File: src/m3h_pkg.sv
// Shared constants and types for the murmur3 hasher.
package m3h_pkg;

  localparam logic [31:0] C1     = 32'hcc9e2d51;
  localparam logic [31:0] C2     = 32'h1b873593;
  localparam logic [31:0] MIXADD = 32'he6546b64;
  localparam logic [31:0] F1     = 32'h85ebca6b;
  localparam logic [31:0] F2     = 32'hc2b2ae35;

  // how the back end folds a word into the hash
  localparam logic [1:0] MODE_FULL = 2'd0;  // xor, rotate, times 5 plus constant
  localparam logic [1:0] MODE_TAIL = 2'd1;  // xor only
  localparam logic [1:0] MODE_NONE = 2'd2;  // nothing to fold

  localparam int Q_DEPTH = 4;
  localparam int QPTR_W  = $clog2(Q_DEPTH);
  localparam int QCNT_W  = $clog2(Q_DEPTH + 1);

  typedef struct packed {
    logic [31:0] k;     // scrambled word
    logic [2:0]  len;   // bytes added to the length
    logic        last;
    logic [1:0]  mode;
  } entry_t;

endpackage

File: src/murmur3_32bit_hash.sv
// Top level of the streaming murmur3 x86_32 hasher.
//
//  channel  direction  handshake            payload
//  in       input      in_valid / in_stall  in_data_word, in_byte_count, in_last_word
//  out      output     out_valid/out_stall  out_hash_value
//  cfg      input      cfg_wr_en            cfg_wr_data (seed)
//
// A word is taken every cycle while the 4-entry queue has room; a non-last
// word is folded by the h recurrence alone, a last word by a fold plus
// three fmix32 steps. Reset is synchronous and clears the queue and seed.
// in_stall rises only when the queue is full; out_stall holds the result
// register while the back end keeps folding later words.
module murmur3_32bit_hash
  import m3h_pkg::*;
(
  input  logic        clk,
  input  logic        rst_n,
  input  logic        in_valid,
  output logic        in_stall,
  input  logic [31:0] in_data_word,
  input  logic [2:0]  in_byte_count,
  input  logic        in_last_word,
  output logic        out_valid,
  input  logic        out_stall,
  output logic [31:0] out_hash_value,
  input  logic        cfg_wr_en,
  input  logic [31:0] cfg_wr_data
);

  logic [31:0] seed_r, seed_nxt;
  logic        q_full;
  logic        q_push;
  logic        q_pop;
  logic        q_valid;
  entry_t      push_entry;
  entry_t      pop_entry;

  assign seed_nxt = cfg_wr_en ? cfg_wr_data : seed_r;

  always_ff @(posedge clk) begin
    if (!rst_n) begin
      seed_r <= 32'd0;
    end else begin
      seed_r <= seed_nxt;
    end
  end

  m3h_front u_front (
    .clk           (clk),
    .rst_n         (rst_n),
    .in_valid      (in_valid),
    .in_stall      (in_stall),
    .in_data_word  (in_data_word),
    .in_byte_count (in_byte_count),
    .in_last_word  (in_last_word),
    .q_full        (q_full),
    .q_push        (q_push),
    .q_entry       (push_entry)
  );

  m3h_queue u_queue (
    .clk        (clk),
    .rst_n      (rst_n),
    .push       (q_push),
    .push_entry (push_entry),
    .pop        (q_pop),
    .pop_entry  (pop_entry),
    .not_empty  (q_valid),
    .full       (q_full)
  );

  m3h_back u_back (
    .clk            (clk),
    .rst_n          (rst_n),
    .seed           (seed_r),
    .q_valid        (q_valid),
    .q_entry        (pop_entry),
    .q_pop          (q_pop),
    .out_valid      (out_valid),
    .out_stall      (out_stall),
    .out_hash_value (out_hash_value)
  );

endmodule

File: src/m3h_front.sv
// Front end: classifies input words, masks tails and scrambles k.
module m3h_front
  import m3h_pkg::*;
(
  input  logic        clk,
  input  logic        rst_n,
  input  logic        in_valid,
  output logic        in_stall,
  input  logic [31:0] in_data_word,
  input  logic [2:0]  in_byte_count,
  input  logic        in_last_word,
  input  logic        q_full,
  output logic        q_push,
  output entry_t      q_entry
);

  logic        adv;
  logic        in_acc;
  logic [2:0]  cnt_sat;
  logic [31:0] mask;
  logic [31:0] word_m;
  logic [2:0]  len_c;
  logic [1:0]  mode_c;

  logic        a_valid_r, a_valid_nxt;
  logic [31:0] a_word_r;
  logic [2:0]  a_len_r;
  logic        a_last_r;
  logic [1:0]  a_mode_r;

  logic        b_valid_r, b_valid_nxt;
  logic [31:0] b_k1_r;
  logic [2:0]  b_len_r;
  logic        b_last_r;
  logic [1:0]  b_mode_r;

  logic [31:0] k_rot;

  // whole pipeline freezes while the queue is full
  assign adv      = !q_full;
  assign in_stall = q_full;
  assign in_acc   = in_valid && adv;

  always_comb begin
    cnt_sat = (in_byte_count > 3'd4) ? 3'd4 : in_byte_count;
    unique case (cnt_sat)
      3'd1:    mask = 32'h0000_00ff;
      3'd2:    mask = 32'h0000_ffff;
      3'd3:    mask = 32'h00ff_ffff;
      default: mask = 32'hffff_ffff;
    endcase
    if (!in_last_word) begin
      len_c  = 3'd4;
      mode_c = MODE_FULL;
      word_m = in_data_word;
    end else begin
      len_c  = cnt_sat;
      word_m = in_data_word & mask;
      if (cnt_sat == 3'd4) begin
        mode_c = MODE_FULL;
      end else if (cnt_sat == 3'd0) begin
        mode_c = MODE_NONE;
      end else begin
        mode_c = MODE_TAIL;
      end
    end
  end

  assign a_valid_nxt = adv ? in_acc : a_valid_r;
  assign b_valid_nxt = adv ? a_valid_r : b_valid_r;

  always_ff @(posedge clk) begin
    if (!rst_n) begin
      a_valid_r <= 1'b0;
      b_valid_r <= 1'b0;
    end else begin
      a_valid_r <= a_valid_nxt;
      b_valid_r <= b_valid_nxt;
    end
  end

  always_ff @(posedge clk) begin
    if (adv) begin
      a_word_r <= word_m;
      a_len_r  <= len_c;
      a_last_r <= in_last_word;
      a_mode_r <= mode_c;
      b_k1_r   <= a_word_r * C1;
      b_len_r  <= a_len_r;
      b_last_r <= a_last_r;
      b_mode_r <= a_mode_r;
    end
  end

  assign k_rot = {b_k1_r[16:0], b_k1_r[31:17]};

  assign q_push       = adv && b_valid_r;
  assign q_entry.k    = k_rot * C2;
  assign q_entry.len  = b_len_r;
  assign q_entry.last = b_last_r;
  assign q_entry.mode = b_mode_r;

endmodule

File: src/m3h_queue.sv
// Short FIFO of scrambled words between front and back ends.
module m3h_queue
  import m3h_pkg::*;
(
  input  logic   clk,
  input  logic   rst_n,
  input  logic   push,
  input  entry_t push_entry,
  input  logic   pop,
  output entry_t pop_entry,
  output logic   not_empty,
  output logic   full
);

  entry_t mem [Q_DEPTH];

  logic [QPTR_W-1:0] wr_ptr_r, wr_ptr_nxt;
  logic [QPTR_W-1:0] rd_ptr_r, rd_ptr_nxt;
  logic [QCNT_W-1:0] cnt_r, cnt_nxt;
  logic              do_push;
  logic              do_pop;

  assign full      = (cnt_r == QCNT_W'(Q_DEPTH));
  assign not_empty = (cnt_r != '0);
  assign do_push   = push && !full;
  assign do_pop    = pop && not_empty;

  assign wr_ptr_nxt = do_push ? QPTR_W'(wr_ptr_r + 1'b1) : wr_ptr_r;
  assign rd_ptr_nxt = do_pop  ? QPTR_W'(rd_ptr_r + 1'b1) : rd_ptr_r;

  always_comb begin
    cnt_nxt = cnt_r;
    if (do_push && !do_pop) begin
      cnt_nxt = QCNT_W'(cnt_r + 1'b1);
    end else if (do_pop && !do_push) begin
      cnt_nxt = QCNT_W'(cnt_r - 1'b1);
    end
  end

  always_ff @(posedge clk) begin
    if (!rst_n) begin
      wr_ptr_r <= '0;
      rd_ptr_r <= '0;
      cnt_r    <= '0;
    end else begin
      wr_ptr_r <= wr_ptr_nxt;
      rd_ptr_r <= rd_ptr_nxt;
      cnt_r    <= cnt_nxt;
    end
  end

  always_ff @(posedge clk) begin
    if (do_push) begin
      mem[wr_ptr_r] <= push_entry;
    end
  end

  assign pop_entry = mem[rd_ptr_r];

endmodule

File: src/m3h_back.sv
// Back end: hash recurrence, length count, fmix32 and result register.
module m3h_back
  import m3h_pkg::*;
(
  input  logic        clk,
  input  logic        rst_n,
  input  logic [31:0] seed,
  input  logic        q_valid,
  input  entry_t      q_entry,
  output logic        q_pop,
  output logic        out_valid,
  input  logic        out_stall,
  output logic [31:0] out_hash_value
);

  localparam logic [1:0] ST_IDLE = 2'd0;
  localparam logic [1:0] ST_FM1  = 2'd1;
  localparam logic [1:0] ST_FM2  = 2'd2;
  localparam logic [1:0] ST_FM3  = 2'd3;

  logic [1:0]  state_r, state_nxt;
  logic        start_r, start_nxt;
  logic [31:0] h_r, h_nxt;
  logic [31:0] len_r, len_nxt;
  logic [31:0] t_r, t_nxt;
  logic        out_valid_r, out_valid_nxt;
  logic [31:0] out_hash_r, out_hash_nxt;

  logic [31:0] h_base;
  logic [31:0] len_base;
  logic [31:0] len_sum;
  logic [31:0] hx;
  logic [31:0] hrot;
  logic [31:0] h_mix;
  logic [31:0] h_fold;
  logic        out_free;

  assign out_free = !out_valid_r || !out_stall;
  assign q_pop    = (state_r == ST_IDLE) && q_valid;

  always_comb begin
    h_base   = start_r ? seed : h_r;
    len_base = start_r ? 32'd0 : len_r;
    len_sum  = len_base + {29'd0, q_entry.len};
    hx       = h_base ^ q_entry.k;
    hrot     = {hx[18:0], hx[31:19]};
    h_mix    = hrot + {hrot[29:0], 2'b00} + MIXADD;
    unique case (q_entry.mode)
      MODE_FULL: h_fold = h_mix;
      MODE_TAIL: h_fold = hx;
      default:   h_fold = h_base;
    endcase
  end

  always_comb begin
    state_nxt     = state_r;
    start_nxt     = start_r;
    h_nxt         = h_r;
    len_nxt       = len_r;
    t_nxt         = t_r;
    out_hash_nxt  = out_hash_r;
    out_valid_nxt = out_valid_r && out_stall;
    unique case (state_r)
      ST_IDLE: begin
        if (q_valid) begin
          if (q_entry.last) begin
            t_nxt     = h_fold ^ len_sum;
            state_nxt = ST_FM1;
          end else begin
            h_nxt     = h_mix;
            len_nxt   = len_sum;
            start_nxt = 1'b0;
          end
        end
      end
      ST_FM1: begin
        t_nxt     = (t_r ^ {16'd0, t_r[31:16]}) * F1;
        state_nxt = ST_FM2;
      end
      ST_FM2: begin
        t_nxt     = (t_r ^ {13'd0, t_r[31:13]}) * F2;
        state_nxt = ST_FM3;
      end
      default: begin
        // hold here while an earlier hash still waits at the output
        if (out_free) begin
          out_hash_nxt  = t_r ^ {16'd0, t_r[31:16]};
          out_valid_nxt = 1'b1;
          start_nxt     = 1'b1;
          state_nxt     = ST_IDLE;
        end
      end
    endcase
  end

  always_ff @(posedge clk) begin
    if (!rst_n) begin
      state_r     <= ST_IDLE;
      start_r     <= 1'b1;
      out_valid_r <= 1'b0;
    end else begin
      state_r     <= state_nxt;
      start_r     <= start_nxt;
      out_valid_r <= out_valid_nxt;
    end
  end

  always_ff @(posedge clk) begin
    h_r        <= h_nxt;
    len_r      <= len_nxt;
    t_r        <= t_nxt;
    out_hash_r <= out_hash_nxt;
  end

  assign out_valid      = out_valid_r;
  assign out_hash_value = out_hash_r;

endmodule

File: config.mk
export PLATFORM = sky130hd
export DESIGN_NAME = murmur3_32bit_hash
export DESIGN_NICKNAME = d
export VERILOG_FILES = /design/src/m3h_pkg.sv /design/src/murmur3_32bit_hash.sv /design/src/m3h_front.sv /design/src/m3h_queue.sv /design/src/m3h_back.sv
export SDC_FILE = /design/constraint.sdc
export NUM_CORES = 2
export LEC_CHECK = 0
export ABC_CLOCK_PERIOD_IN_PS = 11820
export BUFFER_PORTS_ARGS = -buffer_cell sky130_fd_sc_hd__buf_2
export CAP_MARGIN = 15
export CORE_MARGIN = 8
export CORE_UTILIZATION = 61
export CTS_CLUSTER_DIAMETER = 120
export DETAILED_ROUTE_END_ITERATION = 6
export MAX_ROUTING_LAYER = met4
export PLACE_DENSITY = 0.83
export SLEW_MARGIN = 5
export SYNTH_ARGS = -nofsm -noshare
export SYNTH_HDL_FRONTEND = slang
export SYNTH_SLANG_ARGS = --single-unit
File: constraint.sdc
create_clock -name clk -period 11.82 [get_ports clk]
set_input_delay 1.182 -clock clk [delete_from_list [all_inputs] [get_ports clk]]
set_output_delay 1.182 -clock clk [all_outputs]
set_load 0.005 [all_outputs]
* After elaboration in Yosys (flattened, before gate mapping)
Memory sizes are Yosys's and may differ from the RTL's. A register that Yosys moved wholly into a read port is not among the register bits.
Cells that the tools add are included.
** Cells by class
- Order comparisons :: 1
- Equality and inequality tests :: 11
- Mux-type cells :: 26
- Reduce and logical (&&, ||, !) cells :: 30
- Multipliers :: 4
- Add/sub/neg operators :: 7
- Bitwise gates (word level) :: 9
** Operators with widths (count)
- 32-bit one-hot mux with 3 select lines :: 2
- 32-bit two-way mux :: 5
- 32-bit by 31-bit multiplier with 32-bit output (second input constant) :: 2
- 32-bit one-hot mux with 2 select lines :: 1
- 32-bit XOR :: 2
- 32-bit by 3-bit adder with 32-bit output :: 1
- 32-bit adder :: 1
- 32-bit adder (second input constant) :: 1
- 32-bit AND :: 1
- 32-bit by 29-bit multiplier with 32-bit output (second input constant) :: 1
- 32-bit by 32-bit multiplier with 32-bit output (second input constant) :: 1
- 32-bit by 16-bit XOR with 32-bit output :: 1
- 32-bit by 19-bit XOR with 32-bit output :: 1
- 2-bit two-way mux :: 6
- 3-bit two-way mux :: 3
- 3-bit AND reduction :: 3
- 1-bit logical AND :: 8
- 1-bit two-way mux :: 7
- 3-bit by 2-bit equality test with 1-bit output (second input constant) :: 2
- 3-bit equality test (second input constant) :: 2
- 2-bit one-hot mux with 3 select lines :: 1
- 3-bit nonzero test :: 2
- 1-bit logical NOT :: 5
- 2-bit by 1-bit adder with 2-bit output (second input constant) :: 2
- 19 further kinds :: 27
** Storage, ports and cells
- Input bits :: 73
- Logic and storage cells :: 110
- Bits in writable memories :: 152
- Bits in registers :: 249
- Output and inout port bits :: 34
- Memories kept :: 1
** Memories
- u_queue.mem :: depth 4, bits a word 38, rd ports 1, clocked after Yosys merged registers in 1, write ports 1, RTL line m3h_queue.sv:15 : entry_t mem [Q_DEPTH];

* Depth between registers and ports, before layout
- Depth in word-level cells :: 9
- Gate-level depth with buffers :: 27

* Cells and area by module
Synthesis repeated with hierarchy kept, for this count alone.
** Unflattened totals
- Cells, all modules :: 4901
- Area total of the unflattened synthesis :: 52905.7 µm²
** Modules (own cells, without submodules)
- m3h_back :: cells each 2773, seq. area each 3923.8 µm², instances 1, area each 26973.4 µm²
- m3h_front :: cells each 1779, seq. area each 2322.2 µm², instances 1, area each 18706.7 µm²
- m3h_queue :: cells each 246, seq. area each 4744.6 µm², instances 1, area each 5982.0 µm²
- murmur3_32bit_hash :: cells each 103, seq. area each 640.6 µm², instances 1, area each 1243.7 µm²

* Worst setup path before layout
OpenSTA, ideal clock, no wires.
- Path type :: register to register
- Start :: register u_back.t_r[19]
- End :: register u_back.t_r[30], data pin
- Buffers on the path :: 0
- Data arrival time :: 6.974 ns
- Stages on the path, launching flop included :: 28
- Library setup time :: 0.264 ns
- Setup slack :: 4.582 ns
- Cells stage by stage :: edfxtp_1 -> xnor2_1 -> inv_1 -> ha_1 -> inv_1 -> fa_1 -> fa_1 -> fa_1 -> inv_1 -> fa_1 -> inv_1 -> fa_1 -> inv_1 -> fa_1 -> inv_1 -> fa_1 -> inv_1 -> ha_1 -> nand3_1 -> o22ai_1 -> a221oi_1 -> o21ai_0 -> a31oi_1 -> o21ai_0 -> o21a_1 -> o21ai_0 -> mux2i_1 -> a2bb2oi_1
** Between the ends
- Cells in the longest elaborated chain, start to end :: 3
** RTL lines
- start: declaration :: RTL line m3h_back.sv:25 : logic [31:0] t_r, t_nxt;
- start signal: assignment :: RTL line m3h_back.sv:111 : t_r <= t_nxt;
- 32-bit by 19-bit XOR with 32-bit output or 32-bit by 16-bit XOR with 32-bit output (tied branches) :: RTL line m3h_back.sv:81, m3h_back.sv:77
- 32-bit by 31-bit multiplier with 32-bit output or 32-bit by 32-bit multiplier with 32-bit output (tied branches) :: RTL line m3h_back.sv:81, m3h_back.sv:77
- 32-bit one-hot mux with 3 select lines (*) :: RTL line m3h_back.sv:63 : unique case (state_r)
- net u_back.t_nxt[30] :: RTL line m3h_back.sv:25
The timed path passes the listed nets; every way through them passes the cells marked *.
A chain may end at the register's enable or synchronous reset.

* Worst setup path after layout
- Start :: register u_back.t_r[21]
- End :: register u_back.t_r[30], data pin
The elaborated chain is that of the path after synthesis.

==> impl_metrics.csv <==
group,metric,value,unit
job,maxCapViolCount,0,
detailed_routing,avgRoutedWirePerCell,22.57,um
logic_synthesis,synth_edf_count,356,
sta,rsz0062_at_grt,"false",
logic_synthesis,synth_top_area_share,28.04,%
detailed_routing,postRouteAntennaNets,0,
sta,hold_viol,0,
logic_synthesis,synth_ff_type,"edfxtp_1",
critical_path,critPathRequiredTime,12.19,ns
clock_network,cts_root_buf,"clkbuf_16",
global_routing,globalRouteOverflowTotal,0,
logic_synthesis,syn_inst,4847,
clock_network,cts_tree,"done",
global_routing,antenna_found_initial,1,
logic_synthesis,async_flop_share,0,%
clock_network,ctsLongestPathBuffers,3,
critical_path,start_kind,"register",
place,placed_cell_area,0.05440,mm^2
logic_synthesis,netlist_area,0.05240,mm^2
sta,finalClockSkew,0.02642,ns
die,die_y,309.1,um
die,die_w,309.1,um
logic_synthesis,synth_seq_cells,403,
sta,drv_slew,0,
detailed_routing,drt_iter0_drc,2857,
critical_path,r2r-end,"u_back.t_r[30]$_DFFE_PP_",
clock_network,clkTransAtPathRegs,0.06,ns
die,ios,107,
global_routing,grt_pass1_wl,216.3,mm
worst_hold_path,hold_path_class,"register to register",
logic_synthesis,ys_warn_count,0,
logic_synthesis,synth_area_leaders,"fa_1 28%, edfxtp_1 20%, ha_1 19%, inv_1 9.4%, xnor2_1 4.5%",
critical_path,crit_fanout,9,
clock_network,ctsResizeCount,0,
place,dp.cells,6065,
critical_path,worstSetupEndpoint,"u_back.t_r[30]$_DFFE_PP_",
detailed_routing,routed_wl,138.9,mm
logic_synthesis,yosysUniqueCellTypes,78,
die,coreArea,0.08515,mm^2
die,rows,107,
layout,seq_area,0.01163,mm^2
place,port_buffers,106,
layout,fin_cells,6155,
global_routing,grt_usage,30.62,%
clock_network,ctsHtreeMaxLevel,2,
logic_synthesis,yosys.area.top_type,"fa_1",
layout,final_nets,6581,
clock_network,insertion_delay,0.63,ns
outcome,outcome,"finished, final reports clean",
detailed_routing,first_pass_iters,6,
sta,fin_crit,8.414,ns
place,gp_congestion,1.017,
layout,drive_gt1_share,5.808,%
detailed_routing,drt-vias-per-instance,5.672,
critical_path,r2r_start,"u_back.t_r[21]$_DFFE_PP_",
sta,tightest_slew,1.215,ns
clock_network,cts_hold_buffers,0,
critical_path,critPathArrivalTime,8.78,ns
layout,multi_input_area,0.03561,mm^2
worst_hold_path,min_path_cells,0,
clock_network,post_cts_buffers,0,
die,start_util,61.54,%
critical_path,end_kind,"register",
layout,mostFrequentLayoutCells,"1316 x inv_1, 803 x ha_1, 734 x fa_1, 356 x edfxtp_1, 269 x xnor2_1",
logic_synthesis,synth_seq_area_share,22.20,%
layout,layout_commonest_cell,"inv_1",
critical_path,crit_start,"u_back.t_r[21]$_DFFE_PP_",
place,detailedPlacementHpwl,115.7,mm
detailed_routing,drcViolationCount,0,
sta,maxSlewHeadroom,18.73,%
logic_synthesis,syn_nets,6457,
sta,setup_tns,0,ns
global_routing,grt_pass1_vias,37170,
logic_synthesis,syn_avg_cell_area,10.81,um^2
layout,stdcell_area,0.05614,mm^2
critical_path,rr_worst_depth,24,
sta,min_period_over_period,71.18,%
clock_network,cts_made_buffers,48,
layout,syn_to_final_growth,7.129,%
critical_path,rrSetupSlack,3.41,ns
critical_path,crit_type,"register to register",
sta,fmax,118.8,MHz
layout,fill_cells,6425,
clock_network,clock-sinks,403,
die,die_area,0.09554,mm^2
detailed_routing,num_vias,34910,
layout,postLayoutCoreUtil,65.93,%
global_routing,grt_max_degree,77,
sta,setup_viol_count_final,0,
flip-flops by register name (all words and copies together), names as in the netlist, 2 cells and up, named ones only:
register / count
u_front.a_mode_r: 2
u_back.h_r: 32
u_back.out_hash_value: 32
u_back.state_r: 2
u_front.b_len_r: 3
u_front.b_mode_r: 2
u_back.t_r: 32
seed_r: 32
u_queue.rd_ptr_r: 2
u_queue.mem: 152
u_front.b_k1_r: 32
u_front.a_len_r: 3
u_front.a_word_r: 32
u_queue.cnt_r: 3
u_queue.wr_ptr_r: 2
u_back.len_r: 32
worst max-delay path, cell delays in order (launching register included):
cell and delay (ns):
edfxtp_1 0.62, xnor2_1 0.72, inv_1 0.23, ha_1 0.39, ha_1 0.36, a21oi_1 0.28
fa_1 0.49, fa_1 0.51, inv_1 0.05, fa_1 0.50, fa_1 0.51, fa_1 0.49
inv_1 0.05, fa_1 0.47, inv_1 0.04, ha_1 0.33, and3_1 0.25, a221oi_1 0.35
o21ai_0 0.13, a31oi_1 0.33, o21ai_0 0.26, o21a_1 0.22, o21ai_0 0.27, mux2i_1 0.23
a2bb2oi_1 0.07
synth_stat cells (10+ instances only):
library cell	instances
nand3_1	38
nor2_1	165
nor3_1	32
a221oi_1	21
or3_1	13
o21a_1	32
nor2b_1	79
mux4_2	36
a21o_1	39
inv_1	1317
a21oi_1	137
nand4_1	17
clkbuf_1	47
a31oi_1	14
o21ai_0	101
buf_1	11
and3_1	17
xnor2_1	269
nand2_1	95
fa_1	734
xor2_1	112
o22ai_1	20
ha_1	803
a211oi_1	21
nand2b_1	23
mux2i_1	80
a22oi_1	10
dfxtp_1	47
edfxtp_1	356
and2_1	37
cell type report:
type,count,area share (%)
Multi-Input combinational cell,3062,63.44
Sequential cell,403,20.73
Inverter,1317,8.808
Tap cell,1144,2.550
Clock buffer,64,2.503
Timing Repair Buffer,139,1.386
Clock inverter,25,0.5862
Antenna cell,1,0.004458
worst min path at each step:
stage	startpoint	endpoint	slack, ns
after floorplan	u_front.a_last_r$_DFFE_PN_	u_front.b_last_r$_DFFE_PN_	0.40
after global placement	u_front.a_len_r[0]$_SDFFCE_PN0N_	u_front.b_len_r[0]$_DFFE_PN_	0.40
after detailed placement	u_front.a_len_r[0]$_SDFFCE_PN0N_	u_front.b_len_r[0]$_DFFE_PN_	0.41
after CTS	u_front.a_len_r[0]$_SDFFCE_PN0N_	u_front.b_len_r[0]$_DFFE_PN_	0.42
after global routing	u_front.a_len_r[0]$_SDFFCE_PN0N_	u_front.b_len_r[0]$_DFFE_PN_	0.43
final	u_front.a_len_r[0]$_SDFFCE_PN0N_	u_front.b_len_r[0]$_DFFE_PN_	0.42
per-layer routing:
metal / part of all wire (%) / track usage (%) / vias up
met5: 0 / - / -
met4: 6.0 / 14.28 / 0
met3: 6.4 / 4.259 / 371
met2: 48 / 49.56 / 1335
met1: 40 / 38.25 / 17440
li1: - / - / 15770
kinds of logic (layout without fill, tap and decap cells):
kind of cell    Yosys count  after routing  synth area share [%]
compound gates          475            475                 5.845
xor+xnor                381            381                 6.368
flops                   403            403                 22.20
buf+inv                1382           1545                 9.916
other cells               0              1                     0
simple gates            549            549                 5.301
mux                     120            120                 3.161
fa+ha+maj              1537           1537                 47.21
metrics by stage:
| stage | hold slack (ns) | setup WS [ns] |
|---|---|---|
| after floorplan | 0.4003 | 4.582 |
| after global placement | 0.4047 | 3.627 |
| after detailed placement | 0.4054 | 3.589 |
| after CTS | 0.4218 | 3.529 |
| after global routing | 0.4269 | 3.140 |
| final | 0.4219 | 3.406 |
Power is left out: the tool's default activity adds up to more than one toggle a clock period on the data nets, which glitch-free logic cannot reach.
